<file path="config.mk">
export PLATFORM = sky130hd
export DESIGN_NAME = vp8l_single_pixel_decoder
export DESIGN_NICKNAME = d
export VERILOG_FILES = /design/src/rtl/vp8l_pkg.sv /design/src/rtl/vp8l_parse.sv /design/src/rtl/vp8l_status.sv /design/src/rtl/vp8l_single_pixel_decoder.sv
export VERILOG_INCLUDE_DIRS = /design/src /design/src/rtl
export SDC_FILE = /design/constraint.sdc
export NUM_CORES = 2
export LEC_CHECK = 0
export BUFFER_PORTS_ARGS = -buffer_cell sky130_fd_sc_hd__buf_4
export CAP_MARGIN = 40
export CELL_PAD_IN_SITES_DETAIL_PLACEMENT = 1
export CELL_PAD_IN_SITES_GLOBAL_PLACEMENT = 2
export CORE_ASPECT_RATIO = 2
export CORE_MARGIN = 5
export CORE_UTILIZATION = 39
export DETAILED_ROUTE_END_ITERATION = 10
export GPL_TIMING_DRIVEN = 0
export PLACE_DENSITY = 0.95
export SLEW_MARGIN = 20
export SYNTH_ARGS = -nofsm -noshare
export SYNTH_HDL_FRONTEND = slang
export SYNTH_HIERARCHICAL = 1
export SYNTH_SLANG_ARGS = --single-unit
</file>
<file path="constraint.sdc">
create_clock -name i_clk -period 41.2 [get_ports i_clk]
set_input_delay 4.12 -clock i_clk [delete_from_list [all_inputs] [get_ports i_clk]]
set_output_delay 4.12 -clock i_clk [all_outputs]
set_load 0.005 [all_outputs]
</file>
<file path="src/rtl/vp8l_single_pixel_decoder_assert.svh">
// Assertion macros used by the top-level decoder RTL.
`ifndef VP8L_SINGLE_PIXEL_DECODER_ASSERT_SVH
`define VP8L_SINGLE_PIXEL_DECODER_ASSERT_SVH
`ifndef NO_ASSERTIONS
// a holds in a cycle -> c holds in the same cycle
`define VP8L_ASSERT_NOW(label, clk, rst_n, a, c) \
    label: assert property (@(posedge clk) disable iff (!rst_n) (a) |-> (c)) \
        else $error("vp8l check failed");
// a holds in a cycle -> c holds in the next one
`define VP8L_ASSERT_NEXT(label, clk, rst_n, a, c) \
    label: assert property (@(posedge clk) disable iff (!rst_n) (a) |=> (c)) \
        else $error("vp8l check failed");
`else
`define VP8L_ASSERT_NOW(label, clk, rst_n, a, c)
`define VP8L_ASSERT_NEXT(label, clk, rst_n, a, c)
`endif
`endif

</file>
<file path="src/rtl/vp8l_pkg.sv">
package vp8l_pkg;

    typedef struct packed {
        logic [7:0] byte_value;
        logic       last_byte;
    } t_in_word;

    typedef struct packed {
        logic [1:0] status;
        logic [7:0] red;
        logic [7:0] green;
        logic [7:0] blue;
        logic [7:0] alpha;
    } t_out_word;

    localparam logic [1:0] ST_OK          = 2'd0;
    localparam logic [1:0] ST_MALFORMED   = 2'd1;
    localparam logic [1:0] ST_BUDGET      = 2'd2;
    localparam logic [1:0] ST_UNSUPPORTED = 2'd3;

    localparam logic [1:0] FAIL_NONE        = 2'd0;
    localparam logic [1:0] FAIL_MALFORMED   = 2'd1;
    localparam logic [1:0] FAIL_UNSUPPORTED = 2'd3;

    localparam logic [0:0] CFG_MAX_DIM    = 1'd0;
    localparam logic [0:0] CFG_MAX_PIXELS = 1'd1;

    localparam logic [14:0] MAX_DIM_RESET    = 15'd16384;
    localparam logic [28:0] MAX_PIXELS_RESET = 29'd268435456;

    localparam logic [5:0] PS_SIG  = 6'd0;
    localparam logic [5:0] PS_W    = 6'd1;
    localparam logic [5:0] PS_H    = 6'd2;
    localparam logic [5:0] PS_A    = 6'd3;
    localparam logic [5:0] PS_V    = 6'd4;
    localparam logic [5:0] PS_TP   = 6'd5;
    localparam logic [5:0] PS_CC   = 6'd6;
    localparam logic [5:0] PS_META = 6'd7;
    localparam logic [5:0] PS_TT   = 6'd8;
    localparam logic [5:0] PS_TS   = 6'd9;
    localparam logic [5:0] PS_MORE = 6'd10;
    localparam logic [5:0] PS_SYM  = 6'd11;
    localparam logic [5:0] PS_DONE = 6'd31;

    localparam logic [1:0] IMG_DIRECT  = 2'd0;
    localparam logic [1:0] IMG_PALETTE = 2'd1;
    localparam logic [1:0] IMG_INDEX   = 2'd2;

    localparam logic [7:0] VP8L_SIGNATURE = 8'h2f;

    // bit-level parser state
    typedef struct packed {
        logic [5:0]  step;
        logic [13:0] accum;
        logic [3:0]  bidx;
        logic [13:0] wlo;
        logic [13:0] hlo;
        logic [2:0]  flags;
        logic [1:0]  fail;
        logic [31:0] pixel;
    } t_pstate;

    // end-of-file summary handed to the status stage
    typedef struct packed {
        logic        early_bad;
        logic        tp_bad;
        logic        late_bad;
        logic [13:0] wlo;
        logic [13:0] hlo;
        logic [31:0] pixel;
    } t_snap;

    // expected container bytes at offsets 0..3 and 8..15
    function automatic logic [7:0] tag_byte(logic [3:0] idx);
        logic [7:0] r;
        case (idx)
            4'd0:    r = 8'h52;
            4'd1:    r = 8'h49;
            4'd2:    r = 8'h46;
            4'd3:    r = 8'h46;
            4'd8:    r = 8'h57;
            4'd9:    r = 8'h45;
            4'd10:   r = 8'h42;
            4'd11:   r = 8'h50;
            4'd12:   r = 8'h56;
            4'd13:   r = 8'h50;
            4'd14:   r = 8'h38;
            4'd15:   r = 8'h4c;
            default: r = 8'h00;
        endcase
        return r;
    endfunction

    // one header bit, LSB first
    function automatic t_pstate parse_bit(t_pstate s, logic b);
        t_pstate     r;
        logic [3:0]  fw;
        logic [13:0] acc;
        logic [13:0] v;
        logic [5:0]  rel;
        logic [2:0]  k;
        logic [1:0]  j;
        logic [7:0]  sy;
        logic [1:0]  image;
        logic        bad;
        r     = s;
        rel   = s.step - PS_SYM;
        k     = rel[4:2];
        j     = rel[1:0];
        image = s.flags[1:0];
        bad   = 1'b0;
        sy    = 8'd0;
        v     = 14'd0;
        if (s.fail == FAIL_NONE && s.step != PS_SIG && s.step < PS_DONE) begin
            case (s.step)
                PS_W, PS_H: fw = 4'd14;
                PS_V:       fw = 4'd3;
                PS_TT:      fw = 4'd2;
                PS_TS:      fw = 4'd8;
                default:    fw = (s.step >= PS_SYM && j == 2'd3 && s.flags[2]) ? 4'd8 : 4'd1;
            endcase
            acc = s.accum | (14'(b) << s.bidx);
            if ({1'b0, s.bidx} + 5'd1 >= {1'b0, fw}) begin
                r.accum = 14'd0;
                r.bidx  = 4'd0;
                v       = acc;
                case (s.step)
                    PS_W: begin
                        r.wlo  = v;
                        r.step = PS_H;
                    end
                    PS_H: begin
                        r.hlo  = v;
                        r.step = PS_A;
                    end
                    PS_A: r.step = PS_V;
                    PS_V: begin
                        if (v != 14'd0) r.fail = FAIL_MALFORMED;
                        r.step = PS_TP;
                    end
                    PS_TP: begin
                        if (v == 14'd0) begin
                            r.flags = {1'b0, IMG_DIRECT};
                            r.step  = PS_CC;
                        end else begin
                            r.step = PS_TT;
                        end
                    end
                    PS_CC: begin
                        if (v != 14'd0) r.fail = FAIL_UNSUPPORTED;
                        else r.step = (image == IMG_PALETTE) ? PS_SYM : PS_META;
                    end
                    PS_META: begin
                        if (v != 14'd0) r.fail = FAIL_UNSUPPORTED;
                        else r.step = PS_SYM;
                    end
                    PS_TT: begin
                        if (v != 14'd3) r.fail = FAIL_UNSUPPORTED;
                        else r.step = PS_TS;
                    end
                    PS_TS: begin
                        if (v != 14'd0) begin
                            r.fail = FAIL_UNSUPPORTED;
                        end else begin
                            r.flags = {1'b0, IMG_PALETTE};
                            r.step  = PS_CC;
                        end
                    end
                    PS_MORE: begin
                        if (v != 14'd0) begin
                            r.fail = FAIL_UNSUPPORTED;
                        end else begin
                            r.flags = {1'b0, IMG_INDEX};
                            r.step  = PS_CC;
                        end
                    end
                    default: begin
                        // singleton prefix code fields, four per code
                        case (j)
                            2'd0: bad = (v != 14'd1);
                            2'd1: bad = (v != 14'd0);
                            2'd2: r.flags[2] = v[0];
                            default: begin
                                sy = v[7:0];
                                if (k == 3'd4) begin
                                    bad = (sy >= 8'd40);
                                end else if (image == IMG_INDEX) begin
                                    bad = (k == 3'd0 && sy != 8'd0);
                                end else begin
                                    case (k)
                                        3'd0:    r.pixel[15:8]  = sy;
                                        3'd1:    r.pixel[7:0]   = sy;
                                        3'd2:    r.pixel[23:16] = sy;
                                        default: r.pixel[31:24] = sy;
                                    endcase
                                end
                            end
                        endcase
                        if (bad) r.fail = FAIL_UNSUPPORTED;
                        else if (j == 2'd3 && k == 3'd4)
                            r.step = (image == IMG_PALETTE) ? PS_MORE : PS_DONE;
                        else r.step = s.step + 6'd1;
                    end
                endcase
            end else begin
                r.accum = acc;
                r.bidx  = s.bidx + 4'd1;
            end
        end
        return r;
    endfunction

endpackage

</file>
<file path="src/rtl/vp8l_parse.sv">
module vp8l_parse (
    input  logic               i_clk,
    input  logic               i_rst_n,
    input  logic               i_accept,
    input  vp8l_pkg::t_in_word i_word,
    input  logic               i_adv,
    output logic               o_snap_valid,
    output vp8l_pkg::t_snap    o_snap
);

    logic [31:0]       r_count, n_count;
    logic              r_tags, n_tags;
    logic [31:0]       r_riff, n_riff;
    logic [31:0]       r_pay, n_pay;
    vp8l_pkg::t_pstate r_ps, n_ps;
    logic              r_snap_valid;
    vp8l_pkg::t_snap   r_snap, n_snap;
    logic [31:0]       rel_off;
    logic [7:0]        b;

    always_comb begin
        b       = i_word.byte_value;
        n_count = (r_count == 32'hffff_ffff) ? r_count : r_count + 32'd1;
        n_tags  = r_tags;
        n_riff  = r_riff;
        n_pay   = r_pay;
        n_ps    = r_ps;
        rel_off = r_count - 32'd20;
        if (r_count < 32'd16) begin
            if (r_count[3:2] == 2'd1) begin
                n_riff[8 * r_count[1:0] +: 8] = r_riff[8 * r_count[1:0] +: 8] | b;
            end else if (b != vp8l_pkg::tag_byte(r_count[3:0])) begin
                n_tags = 1'b0;
            end
        end else if (r_count < 32'd20) begin
            n_pay[8 * r_count[1:0] +: 8] = r_pay[8 * r_count[1:0] +: 8] | b;
        end else if (rel_off < r_pay) begin
            if (r_ps.step == vp8l_pkg::PS_SIG) begin
                if (b != vp8l_pkg::VP8L_SIGNATURE) n_tags = 1'b0;
                n_ps.step = vp8l_pkg::PS_W;
            end else begin
                for (int bi = 0; bi < 8; bi++) begin
                    n_ps = vp8l_pkg::parse_bit(n_ps, b[bi]);
                end
            end
        end
        n_snap.early_bad = (n_count < 32'd25) || !n_tags || (n_riff != n_count - 32'd8)
            || (n_pay > n_count - 32'd20) || (n_pay < 32'd5)
            || (n_ps.fail == vp8l_pkg::FAIL_MALFORMED) || (n_ps.step < vp8l_pkg::PS_TP);
        n_snap.tp_bad    = (n_ps.step == vp8l_pkg::PS_TP);
        n_snap.late_bad  = (n_ps.fail != vp8l_pkg::FAIL_NONE)
            || (n_ps.step != vp8l_pkg::PS_DONE);
        n_snap.wlo       = n_ps.wlo;
        n_snap.hlo       = n_ps.hlo;
        n_snap.pixel     = n_ps.pixel;
    end

    always_ff @(posedge i_clk) begin
        if (!i_rst_n || (i_accept && i_word.last_byte)) begin
            r_count <= '0;
            r_tags  <= 1'b1;
            r_riff  <= '0;
            r_pay   <= '0;
            r_ps    <= '{step: vp8l_pkg::PS_SIG, default: '0};
        end else if (i_accept) begin
            r_count <= n_count;
            r_tags  <= n_tags;
            r_riff  <= n_riff;
            r_pay   <= n_pay;
            r_ps    <= n_ps;
        end
        if (!i_rst_n) begin
            r_snap_valid <= 1'b0;
        end else if (i_accept && i_word.last_byte) begin
            r_snap_valid <= 1'b1;
        end else if (i_adv) begin
            r_snap_valid <= 1'b0;
        end
        if (i_accept && i_word.last_byte) r_snap <= n_snap;
    end

    assign o_snap_valid = r_snap_valid;
    assign o_snap       = r_snap;

endmodule

</file>
<file path="src/rtl/vp8l_status.sv">
module vp8l_status (
    input  logic                i_clk,
    input  logic                i_rst_n,
    input  logic                i_snap_valid,
    input  vp8l_pkg::t_snap     i_snap,
    input  logic [14:0]         i_max_dim,
    input  logic [28:0]         i_max_pixels,
    input  logic                i_adv,
    output logic                o_valid,
    output vp8l_pkg::t_out_word o_word
);

    logic                r_valid;
    vp8l_pkg::t_out_word r_word, n_word;
    logic [14:0]         wd, ht;
    logic [29:0]         area;
    logic                budget;

    always_comb begin
        wd     = {1'b0, i_snap.wlo} + 15'd1;
        ht     = {1'b0, i_snap.hlo} + 15'd1;
        area   = wd * ht;
        budget = (wd > i_max_dim) || (ht > i_max_dim) || (area > {1'b0, i_max_pixels});
        if (i_snap.early_bad)                 n_word.status = vp8l_pkg::ST_MALFORMED;
        else if (budget)                      n_word.status = vp8l_pkg::ST_BUDGET;
        else if (wd != 15'd1 || ht != 15'd1)  n_word.status = vp8l_pkg::ST_UNSUPPORTED;
        else if (i_snap.tp_bad)               n_word.status = vp8l_pkg::ST_MALFORMED;
        else if (i_snap.late_bad)             n_word.status = vp8l_pkg::ST_UNSUPPORTED;
        else                                  n_word.status = vp8l_pkg::ST_OK;
        if (n_word.status == vp8l_pkg::ST_OK) begin
            n_word.red   = i_snap.pixel[7:0];
            n_word.green = i_snap.pixel[15:8];
            n_word.blue  = i_snap.pixel[23:16];
            n_word.alpha = i_snap.pixel[31:24];
        end else begin
            n_word.red   = 8'd0;
            n_word.green = 8'd0;
            n_word.blue  = 8'd0;
            n_word.alpha = 8'd0;
        end
    end

    always_ff @(posedge i_clk) begin
        if (!i_rst_n) begin
            r_valid <= 1'b0;
        end else if (i_adv) begin
            r_valid <= i_snap_valid;
        end
        if (i_adv) r_word <= n_word;
    end

    assign o_valid = r_valid;
    assign o_word  = r_word;

endmodule

</file>
<file path="src/rtl/vp8l_single_pixel_decoder.sv">
// Streaming checker/decoder for a one-pixel WebP lossless file. One byte
// word is taken per cycle, back to back, while the input is not stalled;
// every byte goes through the container checks and an eight-bit unrolled
// header parse in the cycle it is accepted. The word marked last_byte
// produces one result word through an end-of-file summary register, then
// the status stage register, which does the width*height budget multiply.
// The input stalls only while a summary is held and the output word is
// stalled. Status 0 carries the RGBA pixel; any other status carries zero
// channels. After each last byte the parser starts a new file.
// Configuration writes (index 0 max_dimension, 1 max_pixels) are taken in
// any cycle out of reset with i_cfg_we high.
`include "vp8l_single_pixel_decoder_assert.svh"
module vp8l_single_pixel_decoder (
    input  logic                i_clk,
    input  logic                i_rst_n,
    input  logic                i_in_valid,
    output logic                o_in_stall,
    input  vp8l_pkg::t_in_word  i_in_data,
    output logic                o_out_valid,
    input  logic                i_out_stall,
    output vp8l_pkg::t_out_word o_out_data,
    input  logic                i_cfg_we,
    input  logic [0:0]          i_cfg_index,
    input  logic [28:0]         i_cfg_data
);

    logic [14:0]     r_max_dim;
    logic [28:0]     r_max_pixels;
    logic            snap_valid;
    vp8l_pkg::t_snap snap;
    logic            adv;
    logic            accept;

    // configuration registers
    always_ff @(posedge i_clk) begin
        if (!i_rst_n) begin
            r_max_dim    <= vp8l_pkg::MAX_DIM_RESET;
            r_max_pixels <= vp8l_pkg::MAX_PIXELS_RESET;
        end else if (i_cfg_we) begin
            case (i_cfg_index)
                vp8l_pkg::CFG_MAX_DIM:    r_max_dim    <= i_cfg_data[14:0];
                vp8l_pkg::CFG_MAX_PIXELS: r_max_pixels <= i_cfg_data;
                default:                  ;
            endcase
        end
    end

    // output slot frees when empty or taken
    assign adv        = !o_out_valid || !i_out_stall;
    assign o_in_stall = snap_valid && !adv;
    assign accept     = i_in_valid && !o_in_stall;

    vp8l_parse u_parse (
        .i_clk        (i_clk),
        .i_rst_n      (i_rst_n),
        .i_accept     (accept),
        .i_word       (i_in_data),
        .i_adv        (adv),
        .o_snap_valid (snap_valid),
        .o_snap       (snap)
    );

    vp8l_status u_status (
        .i_clk        (i_clk),
        .i_rst_n      (i_rst_n),
        .i_snap_valid (snap_valid),
        .i_snap       (snap),
        .i_max_dim    (r_max_dim),
        .i_max_pixels (r_max_pixels),
        .i_adv        (adv),
        .o_valid      (o_out_valid),
        .o_word       (o_out_data)
    );

    // error results never carry pixel data
    `VP8L_ASSERT_NOW(a_err_zero, i_clk, i_rst_n,
        o_out_valid && o_out_data.status != vp8l_pkg::ST_OK,
        o_out_data.red == 8'd0 && o_out_data.alpha == 8'd0)
    // input backpressure only when a summary is held up
    `VP8L_ASSERT_NOW(a_stall_cause, i_clk, i_rst_n, o_in_stall,
        snap_valid && o_out_valid && i_out_stall)
    // an accepted last byte lands in the summary register
    `VP8L_ASSERT_NEXT(a_last_snap, i_clk, i_rst_n,
        accept && i_in_data.last_byte, snap_valid)
    // a held summary moves into a free output slot
    `VP8L_ASSERT_NEXT(a_snap_moves, i_clk, i_rst_n, snap_valid && adv, o_out_valid)

endmodule

</file>
[After elaboration in Yosys (flattened, before gate mapping)]
Memories as Yosys holds them, arrays and structs flattened. A register that Yosys moved wholly into a read port is not among the register bits.
Cells that the tools add are included.
Operators by class
  add/sub/neg operators: 39
  multiply operators: 1
  order comparisons: 42
  equality and inequality tests: 170
  shift operators: 13
  muxes and demuxes: 474
  bitwise operators: 14
  reduce and logical (&&, ||, !) cells: 196
Operators with widths (number)
  $mux 89: 39
  $mux 32: 37
  $mux 65: 8
  $pmux 6 s9: 8
  $mux 6: 57
  $mux 8: 34
  $mux 4: 66
  $mux 14: 16
  $eq 6x3->1 const B: 33
  $eq 6x4->1 const B: 24
  $mux 18: 8
  $pmux 4 s4: 8
  $logic_not 14->1: 8
  $ne 14x1->1 const B: 8
  $ne 14x2->1 const B: 8
  $or 14x14->14: 8
  $reduce_bool 14->1: 8
  $shl 1x4->14: 8
  $eq 6x2->1 const B: 16
  $lt 32x5->1 const B: 3
  $mux 1: 89
  $mux 83: 1
  $reduce_or 10->1: 8
  $mux 2: 37
  59 further kinds: 409
Word-level totals
  bits in registers: 329
  ROM bits: 112
  output and inout bits: 36
  word-level logic and storage cells: 977
  memories: 1
Memory list
  (no name shown): depth 16, width 7, read ports 1, clocked after Yosys merged registers in 1, wr ports 0, RTL line vp8l_pkg.sv:76  | case (idx)

[Depth between registers and ports, before layout]
  word-level depth: 211
  mapped depth: 168
  gate-level depth less buffers: 152

[Hierarchy]
Netlist, hierarchy kept.
Modules (own cells, without submodules)
  vp8l_parse: instances 1, cells an instance 5817, area an instance 39247.6 µm², seq. area each 5775.5 µm²
  vp8l_status: instances 1, cells an instance 1248, area an instance 10771.6 µm², seq. area each 1041.0 µm²
  vp8l_single_pixel_decoder: instances 1, cells an instance 184, area an instance 1715.4 µm², seq. area each 880.8 µm²

[Worst setup path before layout]
OpenSTA, ideal clock, no wires.
  path kind: in2reg
  start: in i_in_data[1] (netlist bit)
  end: reg u_parse.r_snap, in the netlist u_parse/o_snap[61], data pin
  setup time: 134 ps
  data arrival time: 30425 ps
  data required time: 41066 ps
  path slack: 10640 ps
  stages: 151
  path through: nor3b_4 > a21o_1 > a2111o_1 > o31a_1 > o32ai_4 > o31ai_2 > or2_1 > buf_4 > inv_2 > ha_1 > clkbuf_1 > nor2_1 > o21ai_0 > nand3b_1 > o21a_1 > ha_1 > nand2b_1 > a21o_1 > [... 115 more ...] > nor3_2 > clkbuf_1 > nor4_1 > nand2_1 > o21ai_0 > nor3_1 > ha_1 > nand2b_1 > a21o_1 > a21o_1 > a21oi_1 > nand2_1 > nand3_1 > nand2_1 > a32oi_1 > o41ai_1 > or4_1 > and4b_1
RTL lines
  from (decl): RTL line vp8l_single_pixel_decoder.sv:18  | input vp8l_pkg::t_in_word i_in_data,
  to (signal assigned): RTL line vp8l_parse.sv:79  | if (i_accept && i_word.last_byte) r_snap <= n_snap;
  to (decl): RTL line vp8l_parse.sv:17  | vp8l_pkg::t_snap r_snap, n_snap;

==> metrics.log <==
INFO  metric run_status = finished clean
INFO  metric gr-usage-all-layers = 0.448
INFO  metric cts-root-to-sink-buffers = 3
INFO  metric grt_pass1_wl = around 470000 µm
INFO  metric timing.critical_path.slowest_cell_delay = about 690 ps
INFO  metric dr.pass1.iters = 6
INFO  metric ctsHoldBuffers = 0
INFO  metric rrSetupSlack = approximately 1800 ps
INFO  metric critical_path.endpoint_type = flip-flop
INFO  metric io_buffers = 75
INFO  metric finalWorstSetupSlack = roughly 1300 ps
INFO  metric worst_hold_path_type = flip-flop to flip-flop
INFO  metric report.final.slew_viol_count = 0
INFO  metric worst_slew_pin_slew = roughly 1100 ps
INFO  metric slew_headroom = 0.263
INFO  metric synth.area.top_cells = sky130_fd_sc_hd__dfxtp_1 (9.2%), sky130_fd_sc_hd__ha_1 (7.8%), sky130_fd_sc_hd__nor2_1 (6.6%), sky130_fd_sc_hd__fa_1 (6.5%), sky130_fd_sc_hd__nand2_1 (5.8%)
INFO  metric dr.first_iter.drc_count = around 5800
INFO  metric place_ws = roughly 210 ps
INFO  metric timing.critical_path.fanout_max = 11
INFO  metric worstSetupPathType = input port to flip-flop
INFO  metric maxcap_violations = 0
INFO  metric finClkSkew = between 60 and 70 ps
INFO  metric grt_max_degree = between 60 and 70
INFO  metric register_clock_pin_slew_on_the_reported_worst_setup_and_hold_paths = approximately 70 ps
INFO  metric setup_repair_after_global_routing_missed_its_margin = no
INFO  metric critPathArrivalTime = approximately 40000 ps
INFO  metric place_congestion = between 1 and 1.5
INFO  metric core-area = around 130000 µm²
INFO  metric route.vias.total = about 64000
INFO  metric final_worst_path_cycle_share = 0.969
INFO  metric die-area = 140000 µm²
INFO  metric highest_clock_frequency_the_design_can_meet = between 20 and 30 MHz
INFO  metric yosysUniqueCellTypes = 143
INFO  metric n_fill_cell = 16900
INFO  metric clk_root_buffer_cell = sky130_fd_sc_hd__clkbuf_16
INFO  metric detail_route.wl_per_cell = 35.1 µm
INFO  metric cts_tree = yes
INFO  metric ios = 80
INFO  metric finalNetCount = 8090
INFO  metric dp_hpwl = roughly 260000 µm
INFO  metric postSynth.asyncResetShare = 0
INFO  metric fraction_of_final_layout_cells_sized_beyond_drive_strength_1 = 0.107
INFO  metric worst_hold_path.endpoint = r_max_pixels[15]
INFO  metric worst_r2r_endpoint = u_parse/o_snap[60]
INFO  metric area_growth_synth_to_finish = 11.6%
INFO  metric synth-edff-count = 97
INFO  metric cts_buffers = 36
INFO  metric syn-instance-count = a little over 7000
INFO  metric totalWireLength = about 330000 µm
INFO  metric globalRoute.totalOverflow = 0
INFO  metric synth.top_cell.area_share = 0.0925
INFO  metric mappedNetlistNets = 7782
INFO  metric period_needed = 39920 ps
INFO  metric worst_path_most_repeated_cell = sky130_fd_sc_hd__a21o_1
INFO  metric worst_hold_path.num_cells = 2
INFO  metric timing.reg2reg.worst_path_depth = between 150 and 200
INFO  metric start_util = 0.391
INFO  metric synth.most_common_cell = sky130_fd_sc_hd__nor2_1
INFO  metric ctsHtreeMaxLevel = 2
INFO  metric yosysWarnings = 6
INFO  metric ant_nets = 0
INFO  metric num_rows = 189
INFO  metric synthesis.area_per_instance = slightly above 7 µm²
INFO  metric clock_sinks = roughly 340
INFO  metric top_ff_cell_synth = sky130_fd_sc_hd__dfxtp_1
INFO  metric yosysTopAreaCell = sky130_fd_sc_hd__dfxtp_1
INFO  metric rr_startpoint = u_parse/r_ps[84]
INFO  metric finish.utilization = 0.437
INFO  metric number_of_global_route_vias_before_repair = between 60000 and 70000
INFO  metric dr_drc_count = 0
INFO  metric die-width = between 200 and 300 µm
INFO  metric startpoint_type = input port
INFO  metric critical_path_required = ~41000 ps
INFO  metric synth_sequential_area_ratio = 0.149
INFO  metric min-delay-start = r_max_pixels[15]
INFO  metric critPathSlowestCell = sky130_fd_sc_hd__o41ai_1
INFO  metric mappedNetlistArea = ~52000 µm²
INFO  metric clk_latency = between 600 and 700 ps
INFO  metric leading_post_synthesis_cells_by_instance_count = sky130_fd_sc_hd__nor2_1 (909), sky130_fd_sc_hd__nand2_1 (805), sky130_fd_sc_hd__a21oi_1 (583)
INFO  metric timing.final.setup_violations = 0
INFO  metric synth_seq_cells = 336
INFO  metric via_per_inst = approximately 6.9
INFO  metric number_of_antenna_violations_at_the_first_check_in_global_routing = 25
INFO  metric total_count_of_hold_check_failures_in_the_final_report = 0
INFO  metric floorplan.die.height = roughly 530 µm
[logic make-up (layout without fill, tap and decap cells)]
kind of cell    Yosys count  count (layout)  share of synthesized area
compound gates         2078            2078                      0.269
buf+inv                 908            1243                     0.0708
simple gates           2927            2927                      0.269
xor+xnor                249             249                     0.0431
other cells               0              19                          0
flops                   336             336                      0.149
fa+ha+maj               490             490                      0.143
mux                     261             261                     0.0565
[critical path, delay by kind of cell]
family | cells | cell delay [ps]
compound gates | 64 | 14820
simple gates | 51 | 11540
buf+inv | 23 | 5840
fa+ha+maj | 14 | 3830
[sequential cells by signal, indices dropped and copies added (netlist names), named ones only]
signal,cells
u_parse/o_snap,63
u_parse/r_pay,32
r_max_pixels,29
u_parse/r_riff,32
u_parse/r_count,32
r_max_dim,15
u_status/o_word,34
u_parse/r_ps,89
u_parse/o_snap_valid,1
u_status/o_valid,1
u_parse/r_tags,1
[layout by cell type, fill, tap and decap left out, drive strengths merged, types with 137 or more instances in the layout]
cell type / instances
a211oi: 166
a21oi: 590
buf: 378
clkbuf: 417
dfxtp: 239
fa: 167
ha: 322
inv: 416
mux2i: 165
nand2: 812
nand3: 214
nor2: 921
nor3: 243
o21ai: 422
xnor2: 137
[final cells by class]
class,instances,area [µm²],area share
Multi-Input combinational cell,6005,40800,0.706
Sequential cell,336,7700,0.133
Timing Repair Buffer,271,2180,0.0378
Tap cell,1719,2150,0.0373
Buffer,485,2090,0.0363
Inverter,422,1590,0.0275
Clock buffer,39,912,0.0158
Clock inverter,26,280,0.00486
Antenna cell,19,47.5,0.000824
[per-layer routing]
| metal | global-route usage | share of wire |
|---|---|---|
| met3 | 0.152 | 0.074 |
| met2 | 0.760 | 0.48 |
| met4 | 0.546 | 0.17 |
| met5 | 0.00211 | 0.00044 |
| met1 | 0.361 | 0.28 |
[through the flow]
step / TNS (ps) / std cells / area [µm²] / hold WS, ps
after floorplan: 0 / 7249 / 51700 / 428
after global placement: -15400 / 9043 / 54400 / 440
after detailed placement: 0 / 9157 / 55600 / 447
after CTS: 0 / 9222 / 56800 / 460
after global routing: 0 / 9310 / 57700 / 483
final: 0 / 9322 / 57700 / 456
[how the worst max path moves through the flow]
stage                  from                  to  slack (ps)
6_report       i_in_data[1]  u_parse/o_snap[60]        1280
3_5_place_dp   i_in_data[1]  u_parse/o_snap[46]         210
3_3_place_gp   i_in_data[1]  u_parse/o_snap[62]        -840
4_1_cts        i_in_data[1]  u_parse/o_snap[46]         660
5_1_grt        i_in_data[1]    u_parse/r_ps[18]          80
2_1_floorplan  i_in_data[1]  u_parse/o_snap[61]       10640
[timing repair]
| action | CTS | global route |
|---|---|---|
| resized for setup | 0 | 21 |
| endpoints found under the setup margin | 0 | 150 |
| setup buffers | 0 | 3 |
Power is not shown: default switching activity piles up to over one toggle a cycle in this logic, so the estimate is an artifact.
